$ cat src/sv/line_edit_buffer_macros.svh
// Assertion macros for the line edit buffer.
// Used by the top level; no other dependency.
`ifndef LINE_EDIT_BUFFER_MACROS_SVH
`define LINE_EDIT_BUFFER_MACROS_SVH
`ifndef ASSERT_OFF
`define LEB_ASSERT(lbl, prop) \
  lbl: assert property (@(posedge clk) disable iff (!rst_n) prop) else $error("check failed");
`define LEB_ASSERT_MSG(lbl, prop, msg) \
  lbl: assert property (@(posedge clk) disable iff (!rst_n) prop) else $error(msg);
`else
`define LEB_ASSERT(lbl, prop)
`define LEB_ASSERT_MSG(lbl, prop, msg)
`endif
`endif

$ cat src/sv/leb_pkg.sv
// Package for the line edit buffer: command codes, beat structs,
// controller states and the controller/datapath link structs.
`default_nettype none

package leb_pkg;

  localparam int CAP_W = 9;
  localparam logic [CAP_W-1:0] CAP_RESET = 9'd256;

  typedef enum logic [2:0] {
    CMD_BACKSPACE = 3'd0,
    CMD_DELETE    = 3'd1,
    CMD_LEFT      = 3'd2,
    CMD_RIGHT     = 3'd3,
    CMD_INSERT    = 3'd4,
    CMD_READ      = 3'd5
  } leb_cmd_t;

  typedef struct packed {
    logic [2:0] command;
    logic [7:0] symbol;
    logic [7:0] index;
  } leb_in_t;

  typedef struct packed {
    logic [8:0] cursor_pos;
    logic [8:0] fill_count;
    logic [7:0] read_byte;
    logic       applied;
  } leb_out_t;

  typedef enum logic [2:0] {
    ST_IDLE,
    ST_DECODE,
    ST_SHIFT_L,
    ST_SHIFT_R,
    ST_RD_WAIT,
    ST_DONE
  } leb_state_t;

  // Controller to datapath.
  typedef struct packed {
    logic load;
    logic setup_l;
    logic setup_r;
    logic shift_l;
    logic shift_r;
    logic mv_left;
    logic mv_right;
    logic commit_del;
    logic commit_ins;
    logic rd_issue;
    logic rd_capture;
    logic emit;
  } leb_ctl_t;

  // Datapath to controller.
  typedef struct packed {
    logic [2:0] cmd;
    logic       cur_zero;
    logic       cur_at_end;
    logic       can_ins;
    logic       shift_l_done;
    logic       shift_r_done;
  } leb_st_t;

endpackage

`default_nettype wire

$ cat src/sv/leb_ctrl.sv
// Controller state machine for the line edit buffer.
// Depends on leb_pkg for states and the link structs.
`default_nettype none

module leb_ctrl (
  input  wire logic             clk,
  input  wire logic             rst_n,
  input  wire logic             start,
  output logic                  busy,
  output logic                  out_valid,
  input  wire leb_pkg::leb_st_t st,
  output leb_pkg::leb_ctl_t     ctl
);

  leb_pkg::leb_state_t state_r, state_nxt;
  logic                out_valid_r, out_valid_nxt;

  always_ff @(posedge clk) begin
    if (!rst_n) begin
      state_r     <= leb_pkg::ST_IDLE;
      out_valid_r <= 1'b0;
    end else begin
      state_r     <= state_nxt;
      out_valid_r <= out_valid_nxt;
    end
  end

  always_comb begin
    state_nxt     = state_r;
    ctl           = '0;
    out_valid_nxt = 1'b0;
    case (state_r)
      leb_pkg::ST_IDLE: begin
        if (start) begin
          ctl.load  = 1'b1;
          state_nxt = leb_pkg::ST_DECODE;
        end
      end
      leb_pkg::ST_DECODE: begin
        state_nxt = leb_pkg::ST_DONE;
        case (st.cmd)
          leb_pkg::CMD_BACKSPACE: begin
            if (!st.cur_zero) begin
              ctl.setup_l = 1'b1;
              state_nxt   = leb_pkg::ST_SHIFT_L;
            end
          end
          leb_pkg::CMD_DELETE: begin
            if (!st.cur_at_end) begin
              ctl.setup_l = 1'b1;
              state_nxt   = leb_pkg::ST_SHIFT_L;
            end
          end
          leb_pkg::CMD_LEFT:  ctl.mv_left  = !st.cur_zero;
          leb_pkg::CMD_RIGHT: ctl.mv_right = !st.cur_at_end;
          leb_pkg::CMD_INSERT: begin
            if (st.can_ins) begin
              ctl.setup_r = 1'b1;
              state_nxt   = leb_pkg::ST_SHIFT_R;
            end
          end
          leb_pkg::CMD_READ: begin
            ctl.rd_issue = 1'b1;
            state_nxt    = leb_pkg::ST_RD_WAIT;
          end
          default: state_nxt = leb_pkg::ST_DONE;
        endcase
      end
      leb_pkg::ST_SHIFT_L: begin
        ctl.shift_l = 1'b1;
        if (st.shift_l_done) begin
          ctl.commit_del = 1'b1;
          state_nxt      = leb_pkg::ST_DONE;
        end
      end
      leb_pkg::ST_SHIFT_R: begin
        ctl.shift_r = 1'b1;
        // The symbol goes in once the tail has moved and the write port is free.
        if (st.shift_r_done) begin
          ctl.commit_ins = 1'b1;
          state_nxt      = leb_pkg::ST_DONE;
        end
      end
      leb_pkg::ST_RD_WAIT: begin
        ctl.rd_capture = 1'b1;
        state_nxt      = leb_pkg::ST_DONE;
      end
      leb_pkg::ST_DONE: begin
        ctl.emit      = 1'b1;
        out_valid_nxt = 1'b1;
        state_nxt     = leb_pkg::ST_IDLE;
      end
      default: state_nxt = leb_pkg::ST_IDLE;
    endcase
  end

  assign busy      = (state_r != leb_pkg::ST_IDLE);
  assign out_valid = out_valid_r;

endmodule

`default_nettype wire

$ cat src/sv/leb_dp.sv
// Datapath for the line edit buffer: line memory, fill, cursor,
// capacity register and the shift pointer. Depends on leb_pkg.
`default_nettype none

module leb_dp #(
  parameter int BUFFER_DEPTH = 256
) (
  input  wire logic                        clk,
  input  wire logic                        rst_n,
  input  wire leb_pkg::leb_in_t            in_data,
  input  wire logic                        cfg_we,
  input  wire logic [leb_pkg::CAP_W-1:0]   cfg_wdata,
  input  wire leb_pkg::leb_ctl_t           ctl,
  output leb_pkg::leb_st_t                 st,
  output leb_pkg::leb_out_t                out_data
);

  localparam int AW = (BUFFER_DEPTH > 1) ? $clog2(BUFFER_DEPTH) : 1;
  localparam int CW = $clog2(BUFFER_DEPTH + 1);
  localparam int KW = (CW > leb_pkg::CAP_W) ? CW : leb_pkg::CAP_W;
  localparam int IW = (AW > 8) ? AW : 8;
  localparam int XW = (IW > CW) ? IW : CW;
  localparam logic [CW-1:0] DEPTH_C = CW'(BUFFER_DEPTH);
  localparam logic [CW-1:0] ONE_C   = CW'(1);

  logic [7:0] mem [BUFFER_DEPTH];

  logic [CW-1:0]              fill_r, fill_nxt;
  logic [CW-1:0]              cursor_r, cursor_nxt;
  logic [leb_pkg::CAP_W-1:0]  cap_r, cap_nxt;
  logic                       pend_r, pend_nxt;
  logic                       ok_r, ok_nxt;
  logic [CW-1:0]              src_r, src_nxt;
  logic [AW-1:0]              waddr_r, waddr_nxt;
  logic [2:0]                 cmd_r, cmd_nxt;
  logic [7:0]                 sym_r, sym_nxt;
  logic [7:0]                 idx_r, idx_nxt;
  logic [7:0]                 rbyte_r, rbyte_nxt;
  logic [7:0]                 mem_q_r;
  leb_pkg::leb_out_t          out_r, out_nxt;

  logic [CW-1:0] src_m1;
  logic [IW-1:0] idx_ext;
  logic          rd_en;
  logic [AW-1:0] raddr;
  logic          we;
  logic [AW-1:0] waddr;
  logic [7:0]    wdata;
  logic          src_at_fill;
  logic          src_at_cursor;

  assign src_m1        = src_r - ONE_C;
  assign idx_ext       = IW'(idx_r);
  assign src_at_fill   = (src_r == fill_r);
  assign src_at_cursor = (src_r == cursor_r);

  // Memory port selection: one read and one write per cycle.
  always_comb begin
    rd_en = 1'b0;
    raddr = src_r[AW-1:0];
    if (ctl.shift_l && !src_at_fill) begin
      rd_en = 1'b1;
      raddr = src_r[AW-1:0];
    end else if (ctl.shift_r && !src_at_cursor) begin
      rd_en = 1'b1;
      raddr = src_m1[AW-1:0];
    end else if (ctl.rd_issue) begin
      rd_en = 1'b1;
      raddr = idx_ext[AW-1:0];
    end
    we    = pend_r || ctl.commit_ins;
    waddr = pend_r ? waddr_r : cursor_r[AW-1:0];
    wdata = pend_r ? mem_q_r : sym_r;
  end

  always_ff @(posedge clk) begin
    if (rd_en) begin
      mem_q_r <= mem[raddr];
    end
    if (we) begin
      mem[waddr] <= wdata;
    end
  end

  always_comb begin
    fill_nxt   = fill_r;
    cursor_nxt = cursor_r;
    cap_nxt    = cfg_we ? cfg_wdata : cap_r;
    ok_nxt     = ok_r;
    src_nxt    = src_r;
    cmd_nxt    = cmd_r;
    sym_nxt    = sym_r;
    idx_nxt    = idx_r;
    rbyte_nxt  = rbyte_r;
    out_nxt    = out_r;
    // A byte read this cycle is written one place over in the next.
    pend_nxt   = rd_en && (ctl.shift_l || ctl.shift_r);
    waddr_nxt  = ctl.shift_l ? src_m1[AW-1:0] : src_r[AW-1:0];

    if (ctl.load) begin
      cmd_nxt   = in_data.command;
      sym_nxt   = in_data.symbol;
      idx_nxt   = in_data.index;
      ok_nxt    = 1'b0;
      rbyte_nxt = 8'd0;
    end
    if (ctl.setup_l) begin
      // Backspace closes the gap left of the cursor, delete the one at it.
      src_nxt = (cmd_r == leb_pkg::CMD_DELETE) ? cursor_r + ONE_C : cursor_r;
    end
    if (ctl.setup_r) begin
      src_nxt = fill_r;
    end
    if (ctl.shift_l && !src_at_fill) begin
      src_nxt = src_r + ONE_C;
    end
    if (ctl.shift_r && !src_at_cursor) begin
      src_nxt = src_m1;
    end
    if (ctl.mv_left) begin
      cursor_nxt = cursor_r - ONE_C;
      ok_nxt     = 1'b1;
    end
    if (ctl.mv_right) begin
      cursor_nxt = cursor_r + ONE_C;
      ok_nxt     = 1'b1;
    end
    if (ctl.commit_del) begin
      fill_nxt = fill_r - ONE_C;
      if (cmd_r == leb_pkg::CMD_BACKSPACE) begin
        cursor_nxt = cursor_r - ONE_C;
      end
      ok_nxt = 1'b1;
    end
    if (ctl.commit_ins) begin
      fill_nxt   = fill_r + ONE_C;
      cursor_nxt = cursor_r + ONE_C;
      ok_nxt     = 1'b1;
    end
    if (ctl.rd_issue) begin
      ok_nxt = 1'b1;
    end
    if (ctl.rd_capture) begin
      rbyte_nxt = (XW'(idx_r) < XW'(fill_r)) ? mem_q_r : 8'd0;
    end
    if (ctl.emit) begin
      out_nxt.cursor_pos = 9'(cursor_r);
      out_nxt.fill_count = 9'(fill_r);
      out_nxt.read_byte  = rbyte_r;
      out_nxt.applied    = ok_r;
    end
  end

  always_ff @(posedge clk) begin
    if (!rst_n) begin
      fill_r   <= '0;
      cursor_r <= '0;
      cap_r    <= leb_pkg::CAP_RESET;
      pend_r   <= 1'b0;
      ok_r     <= 1'b0;
    end else begin
      fill_r   <= fill_nxt;
      cursor_r <= cursor_nxt;
      cap_r    <= cap_nxt;
      pend_r   <= pend_nxt;
      ok_r     <= ok_nxt;
    end
  end

  always_ff @(posedge clk) begin
    src_r   <= src_nxt;
    waddr_r <= waddr_nxt;
    cmd_r   <= cmd_nxt;
    sym_r   <= sym_nxt;
    idx_r   <= idx_nxt;
    rbyte_r <= rbyte_nxt;
    out_r   <= out_nxt;
  end

  always_comb begin
    st.cmd          = cmd_r;
    st.cur_zero     = (cursor_r == '0);
    st.cur_at_end   = (cursor_r == fill_r);
    st.can_ins      = (KW'(fill_r) < KW'(cap_r)) && (fill_r != DEPTH_C);
    st.shift_l_done = src_at_fill && !pend_r;
    st.shift_r_done = src_at_cursor && !pend_r;
  end

  assign out_data = out_r;

endmodule

`default_nettype wire

$ cat src/sv/line_edit_buffer.sv
// Line edit buffer top level: controller plus datapath.
// Depends on leb_pkg, leb_ctrl, leb_dp and line_edit_buffer_macros.svh.
//
//   Channel  | Ports                 | Handshake
//   ---------+-----------------------+-----------------------------------
//   input    | start, busy, in_data  | beat taken when start && !busy
//   result   | out_valid, out_data   | one-cycle strobe, no back-pressure
//   config   | cfg_we, cfg_wdata     | capacity written when cfg_we
//
// Left, right, refused and unknown commands pass through decode and done;
// read adds a wait state for the line memory. Backspace, delete and insert
// move the tail through the line memory one byte a cycle. busy drops in the
// strobe cycle, so the next beat may be taken there. Reset empties the line
// and sets capacity to 256.
`default_nettype none

`include "line_edit_buffer_macros.svh"

module line_edit_buffer #(
  parameter int BUFFER_DEPTH = 256
) (
  input  wire logic                       clk,
  input  wire logic                       rst_n,
  input  wire logic                       start,
  output logic                            busy,
  input  wire leb_pkg::leb_in_t           in_data,
  output logic                            out_valid,
  output leb_pkg::leb_out_t               out_data,
  input  wire logic                       cfg_we,
  input  wire logic [leb_pkg::CAP_W-1:0]  cfg_wdata
);

  leb_pkg::leb_ctl_t ctl;
  leb_pkg::leb_st_t  st;

  leb_ctrl u_ctrl (
    .clk       (clk),
    .rst_n     (rst_n),
    .start     (start),
    .busy      (busy),
    .out_valid (out_valid),
    .st        (st),
    .ctl       (ctl)
  );

  leb_dp #(
    .BUFFER_DEPTH (BUFFER_DEPTH)
  ) u_dp (
    .clk       (clk),
    .rst_n     (rst_n),
    .in_data   (in_data),
    .cfg_we    (cfg_we),
    .cfg_wdata (cfg_wdata),
    .ctl       (ctl),
    .st        (st),
    .out_data  (out_data)
  );

  `LEB_ASSERT(a_decide_onehot, $onehot0({ctl.setup_l, ctl.setup_r, ctl.mv_left, ctl.mv_right, ctl.rd_issue}))
  `LEB_ASSERT_MSG(a_strobe_idle, out_valid |-> !busy, "result strobe while busy")
  `LEB_ASSERT_MSG(a_no_early_result, (start && !busy) |=> !out_valid, "result one cycle after accept")
  `LEB_ASSERT(a_commit_excl, !(ctl.commit_del && ctl.commit_ins))

endmodule

`default_nettype wire
$ cat config.mk
export PLATFORM = sky130hd
export DESIGN_NAME = line_edit_buffer
export DESIGN_NICKNAME = d
export VERILOG_FILES = /design/src/sv/leb_pkg.sv /design/src/sv/leb_ctrl.sv /design/src/sv/leb_dp.sv /design/src/sv/line_edit_buffer.sv
export VERILOG_INCLUDE_DIRS = /design/src /design/src/sv
export SDC_FILE = /design/constraint.sdc
export NUM_CORES = 2
export LEC_CHECK = 0
export ABC_CLOCK_PERIOD_IN_PS = 3700
export CAP_MARGIN = 10
export CELL_PAD_IN_SITES_DETAIL_PLACEMENT = 0
export CELL_PAD_IN_SITES_GLOBAL_PLACEMENT = 2
export CORE_MARGIN = 2
export CORE_UTILIZATION = 40
export DETAILED_ROUTE_END_ITERATION = 10
export DONT_BUFFER_PORTS = 1
export PLACE_DENSITY_LB_ADDON = 0.1
export RECOVER_POWER = 100
export SLEW_MARGIN = 30
export SYNTH_ARGS = -nofsm -noshare
export SYNTH_HDL_FRONTEND = slang
export SYNTH_SLANG_ARGS = --single-unit
export TNS_END_PERCENT = 5
$ cat constraint.sdc
create_clock -name clk -period 3.7 [get_ports clk]
set_input_delay 0.555 -clock clk [delete_from_list [all_inputs] [get_ports clk]]
set_output_delay 0.555 -clock clk [all_outputs]
set_load 0.005 [all_outputs]
* Word level (Yosys, flattened, before mapping) *
Memories as Yosys holds them, arrays and structs flattened. A register that Yosys moved wholly into a read port is not among the register bits.
Index checks and enable logic that the tools add are counted.

word-level totals
  flip-flop bits (word level) = 104
  latch bits = 0
  memory bits (writable) = 2048
  ROM bits = 0
  input bits = 32
  memories = 1

memories
  name      words  bits a word  read ports  clocked after Yosys merged registers in  wr ports  RTL line      RTL
  u_dp.mem  256    8            1           1                                        1         leb_dp.sv:26  logic [7:0] mem [BUFFER_DEPTH];

operators by class
  add/sub/neg operators = 6
  multipliers = 0
  divide/modulo/power cells = 0
  order comparisons = 2
  equal/unequal tests = 17
  shifts and indexed selects = 0
  multiplexer cells = 61
  bitwise gates (word level) = 0
  reductions and logical operators = 22

operators with widths
  cell                                                                    number
  9-bit 2-to-1 mux                                                        12
  8-bit 2-to-1 mux                                                        9
  1-bit 2-to-1 mux                                                        29
  9-bit by 1-bit adder with 9-bit output (second input constant)          3
  9-bit equality test                                                     3
  9-bit by 1-bit subtractor with 9-bit output (second input constant)     3
  3-bit 2-to-1 mux                                                        6
  3-bit one-hot mux with 5 select lines                                   1
  3-bit by 2-bit equality test with 1-bit output (second input constant)  4
  3-bit equality test (second input constant)                             4
  3-bit one-hot mux with 4 select lines                                   1
  9-bit zero test                                                         1
  8-bit by 9-bit less-than comparator with 1-bit output                   1
  9-bit less-than comparator                                              1
  9-bit != test (second input constant)                                   1
  3-bit by 1-bit equality test with 1-bit output (second input constant)  2
  1-bit logical AND                                                       6
  3-bit zero test                                                         2
  2-bit != test (second input constant)                                   3
  6-bit nonzero test                                                      1
  1-bit zero test                                                         5
  2-bit 2-to-1 mux                                                        2
  2-bit nonzero test                                                      2
  4-bit nonzero test                                                      1
  other kinds (4)                                                         5

* Longest topological paths before layout *
  depth in word-level cells = 9
  mapped depth = 18
  gate-level depth less buffers = 16

* By module *
A second synthesis with hierarchy kept.

unflattened totals
  cell total of the unflattened synthesis = 6316
  area total of the unflattened synthesis = 87649.1 um^2

modules (own cells, without submodules)
  module    instances  cells an instance  area each (um^2)
  leb_dp    1          6266               87287.5
  leb_ctrl  1          50                 361.6

* Worst setup path before layout *
No wires, ideal clock.

  kind = register to register
  from = reg u_dp.src_r[1]
  to = reg u_dp.fill_r[8]
  library setup time = 0.115 ns
  data arrival time = 3.900 ns
  setup slack = -0.315 ns
  cell stages (with the launch flop) = 17
  period minus slack after synthesis = 4.015 ns
  cell sequence = edfxtp_1 > buf_4 > xor2_1 > nor4_4 > nand3_1 > nor3_1 > clkinv_1 > fa_1 > a21o_1 > a21o_1 > a21o_1 > a21oi_1 > o21bai_1 > a21oi_1 > mux2i_1 > xor2_1 > and2_1

on the way
  word-level cells in the longest chain between the ends = 5
  elaborated cells between the ends (all ways) = 10
  classes of those cells = eq/ne: 2; mux: 5; reduce/logical: 3

ends and longest elaborated chain
  item                                                    RTL line                        RTL
  from (decl)                                             leb_dp.sv:33                    logic [CW-1:0] src_r, src_nxt;
  from (signal assigned)                                  leb_dp.sv:171                   src_r <= src_nxt;
  9-bit equality test, on equally long branches           leb_dp.sv:55, leb_dp.sv:54
  1-bit logical AND, on equally long branches             leb_dp.sv:186, leb_dp.sv:185
  1-bit 2-to-1 mux, on equally long branches              leb_ctrl.sv:79, leb_ctrl.sv:71
  1-bit 2-to-1 mux                                        leb_ctrl.sv:32                  case (state_r)
  9-bit 2-to-1 mux or 2-bit nonzero test (tied branches)  n/a
  to (signal assigned)                                    leb_dp.sv:162                   fill_r <= fill_nxt;
  to (decl)                                               leb_dp.sv:28                    logic [CW-1:0] fill_r, fill_nxt;

Several ways; a longest one is shown, not always the timed one.
A chain may end at the register's enable or synchronous reset.

* Worst setup path in the final report *
  from = reg u_dp.src_r[0]
  to = reg u_dp.mem_q_r[3], read port of u_dp.mem (data pin)

on the way
  word-level cells in the longest chain between the ends = 5
  elaborated cells between the ends (all ways) = 12
  classes of those cells = add/sub: 1; eq/ne: 2; mux: 5; reduce/logical: 4

ends and longest elaborated chain
  item                                                                                 RTL line      RTL
  branches (longest 5 deep; another with 9-bit by 1-bit subtractor with 9-bit output)  n/a
  to (decl)                                                                            leb_dp.sv:39  logic [7:0] mem_q_r;

Several ways; the timed one is not identified.

==> metrics.cfg <==
[critical_path]
ff2ff_setup_slack_ns = -0.68
crit_path_max_incr_delay_ns = 0.60
crit_arrival_ns = 5.02
cp-end-kind = register
critical-path-slowest-cell = or4_4
path_buf_inv = 6
reg2reg_depth = 17
path_class = reg2reg
cp_cell_sequence = xor2_1 -> or4_4 -> buf_6 -> o311ai_4 -> a31oi_4 -> buf_12 -> nor2_4 -> buf_6 -> nor2_4 -> buf_12 -> buf_4 -> nand3_1 -> nand4_1 -> o22a_1 -> a32oi_2 -> buf_4 -> a211oi_2
cp_top_family = simple AND/OR/NAND/NOR gates
cp.depth = 17
critPathRequiredTime_ns = 4.35
cp_max_fo = 6
setup.worst_path.start_class = register

[synth]
synth_commonest_cells = edfxtp_1 (2119), nand2_1 (1883), nand3_1 (673)
synthArstFlopShare_pct = 0
yosysSeqAreaShare_pct = 73.2
syn_nets = 6887
yosysMostFrequentCell = edfxtp_1
synth_top_area_share_pct = 72.3
syn_avg_cell_area_um2 = 12.9
syn-cell-area_um2 = 88100
yosys_register_bits = 2160
yosysTopAreaCell = edfxtp_1
synth_cell_types = 88
syn_inst = 6827
synth-edff-count = 2119
synth_area_leaders = edfxtp_1 (72%), nand2_1 (8.0%), nand3_1 (3.8%)
ys.flop_type = edfxtp_1
yosys_warnings = 0

[clock_network]
root_buffer = clkbuf_16
cts.clk_slew.worst_paths_ns = 0.06
clock_path_buffers = 3
htreeDepth = 4
cts_tree = built
cts_made_buffers = 230
cts_sinks = 2160
clkLatencyLatePin_ns = 0.92

[timing]
max_slew_margin_pct = -52.6
finalSetupTns_ns = -13.14
rsz0062_at_grt = yes
fin_crit_sh_pct = 118
finClkSkew_ns = 0.0864
setup_viol = 79
timing.final.hold_violations = 0
tightest_slew_ns = 2.29
holdWs_ns = 0.111
fmax_mhz = 228
drv_slew = 274
period_needed_ns = 4.38
setup_ws_ns = -0.677

[pwr]
p_switching_mw = 17.1
p_sw_share_pct = 27.6
max-vdd-ir-drop_mv = 0.538
intPower_mw = 44.8
combPwrFrac_pct = 17.0
clockPowerShare_pct = 38.3
p_total_mw = 61.9
power_frac_seq_pct = 44.7
cellLeakagePower_nw = 39.0
power.density_nw_per_um2 = 566

[drt]
routedWlPerCell_um = 28.3
vias = 60600
drtPass1Iterations = 6
viasPerCell = 5.56
initialDrtViolationCount = 6836
wl_um = 309000
drc = 0
final_antenna_net_count = 0

[die]
die-area_um2 = 224000
die_x_um = 473
ios = 61
initial_core_util_pct = 40.2
coreArea_um2 = 219000
num_rows = 172
die_h_um = 473

[cells_and_area]
layout-drive-gt1-share_pct = 20.8
n_fill_cell = 19100
nNetsFinal = 7879
stdcell_count = 10900
syn_to_final_growth_pct = 24.1
final_util_pct = 49.9
finalInstanceArea_um2 = 109000

[placed_design]
place_congestion = 0.915
dp_worst_setup_slack_ns = -1.14
place_area_um2 = 100000
io_buffers = 0
dp_hpwl_um = 207000
place_inst = 10400

[hold_path]
hold_depth = 3
min_path_type = in2reg

[run_status]
status = finished with violations
failed_checks = max-capacitance violations, max-slew violations, negative setup slack

[global_routing]
grt_antenna_before_repair = 18
grt_pass1_vias = 58100
grt_max_degree = 88
grt_pass1_wl_um = 437000
grt.overflow.total = 0
grt_usage_pct = 27.2

[run]
cap_violations = 4

cells by family (layout without fill, tap and decap cells):
family | count (synthesis) | count (layout) | share of synthesized area (%)
other | 0 | 9 | 0
flip-flops | 2160 | 2160 | 73.2
multiplexers | 170 | 170 | 1.95
AND/OR/NAND/NOR | 3262 | 3262 | 15.9
AO/OA/AOI/OAI | 656 | 656 | 5.39
XOR/XNOR | 59 | 59 | 0.587
adder cells (fa/ha/maj) | 28 | 28 | 0.406
buffers and inverters | 492 | 1686 | 2.55
final cells by class:
class | count | area, um^2 | share of cell area (%)
inverter | 46 | 174 | 0.159
multi-input combinational | 4175 | 22300 | 20.4
tap | 2871 | 3590 | 3.29
clock buffer | 269 | 5900 | 5.40
sequential | 2160 | 64500 | 59.0
clock inverter | 165 | 1870 | 1.71
timing repair buffer | 1206 | 11100 | 10.1
antenna | 9 | 22.5 | 0.0206
state kept, by name (all words and copies together) (netlist names):
signal / count
u_dp.mem: 2048
u_dp.out_data: 27
u_dp.cap_r: 9
u_dp.cursor_r: 9
u_dp.fill_r: 9
u_dp.src_r: 9
u_dp.idx_ext: 8
u_dp.mem_q_r: 8
u_dp.rbyte_r: 8
u_dp.sym_r: 8
u_dp.waddr_r: 8
u_ctrl.state_r: 3
u_dp.cmd_r: 3
u_ctrl.out_valid: 1
u_dp.ok_r: 1
u_dp.pend_r: 1
cell usage in the layout, fill, tap and decap left out, drive strengths merged, types with 11 or more instances in the layout:
| cell type | Yosys | routed |
|---|---|---|
| mux2 | 15 | 15 |
| bufinv | 0 | 30 |
| a211oi | 18 | 18 |
| a221oi | 12 | 12 |
| nor3 | 43 | 43 |
| nand4 | 115 | 115 |
| clkinvlp | 0 | 13 |
| ha | 27 | 27 |
| nand2 | 1888 | 1888 |
| dfxtp | 41 | 41 |
| a22oi | 14 | 14 |
| a21o | 14 | 14 |
| inv | 44 | 51 |
| nor2b | 12 | 12 |
| mux2i | 155 | 155 |
| clkinv | 2 | 117 |
| xnor2 | 36 | 36 |
| a21oi | 125 | 125 |
| a32oi | 96 | 96 |
| o22ai | 30 | 30 |
| buf | 285 | 1135 |
| xor2 | 23 | 23 |
| nor2 | 364 | 364 |
| o221ai | 11 | 11 |
| nand3 | 674 | 674 |
| and3 | 117 | 117 |
| o21ai | 76 | 76 |
| a311oi | 98 | 98 |
| a31oi | 83 | 83 |
| clkbuf | 161 | 303 |
| dlygate4sd3 | 0 | 37 |
| edfxtp | 2119 | 2119 |
metal layers:
layer	GRT usage (%)	wire length (um)	part of all wire, %
met5	0	13	0.0042
met4	8.12	9900	3.2
met3	3.66	19900	6.4
met2	43.2	144000	46
met1	38.9	136000	44
tightest hold or removal path, stage by stage:
cell and delay [ns]:
buf_2 0.26, nand2_1 0.12, a31oi_1 0.04
final timing paths:
check / to / start
setup / recovery: u_dp.mem_q_r[3] / u_dp.src_r[0]
hold / removal: u_ctrl.state_r[2] / rst_n
setup reg to reg: u_dp.mem_q_r[3] / u_dp.src_r[0]
hold reg to reg: u_dp.out_data[2] / u_dp.rbyte_r[1]
repair_timing:
item | in CTS | in global routing
setup buffers | 17 | 28
resized for setup | 70 | 79
pin swaps | 28 | 38
setup endpoints to repair | 10 | 11
endpoints found under the hold margin | 52 | 0
hold buffers | 38 | 0
cloned | 1 | 1
power by group through the flow:
stage                     sequential (mW)  combinational (mW)  clock (mW)
final                                27.7                10.5        23.7
after global routing                 27.6                11.1        25.1
after CTS                            27.6                10.4        24.1
after detailed placement             28.1                10.1           0
after floorplan                      28.2                4.44           0
after global placement               28.1                10.1           0
Power figures use the tool's default switching activity.
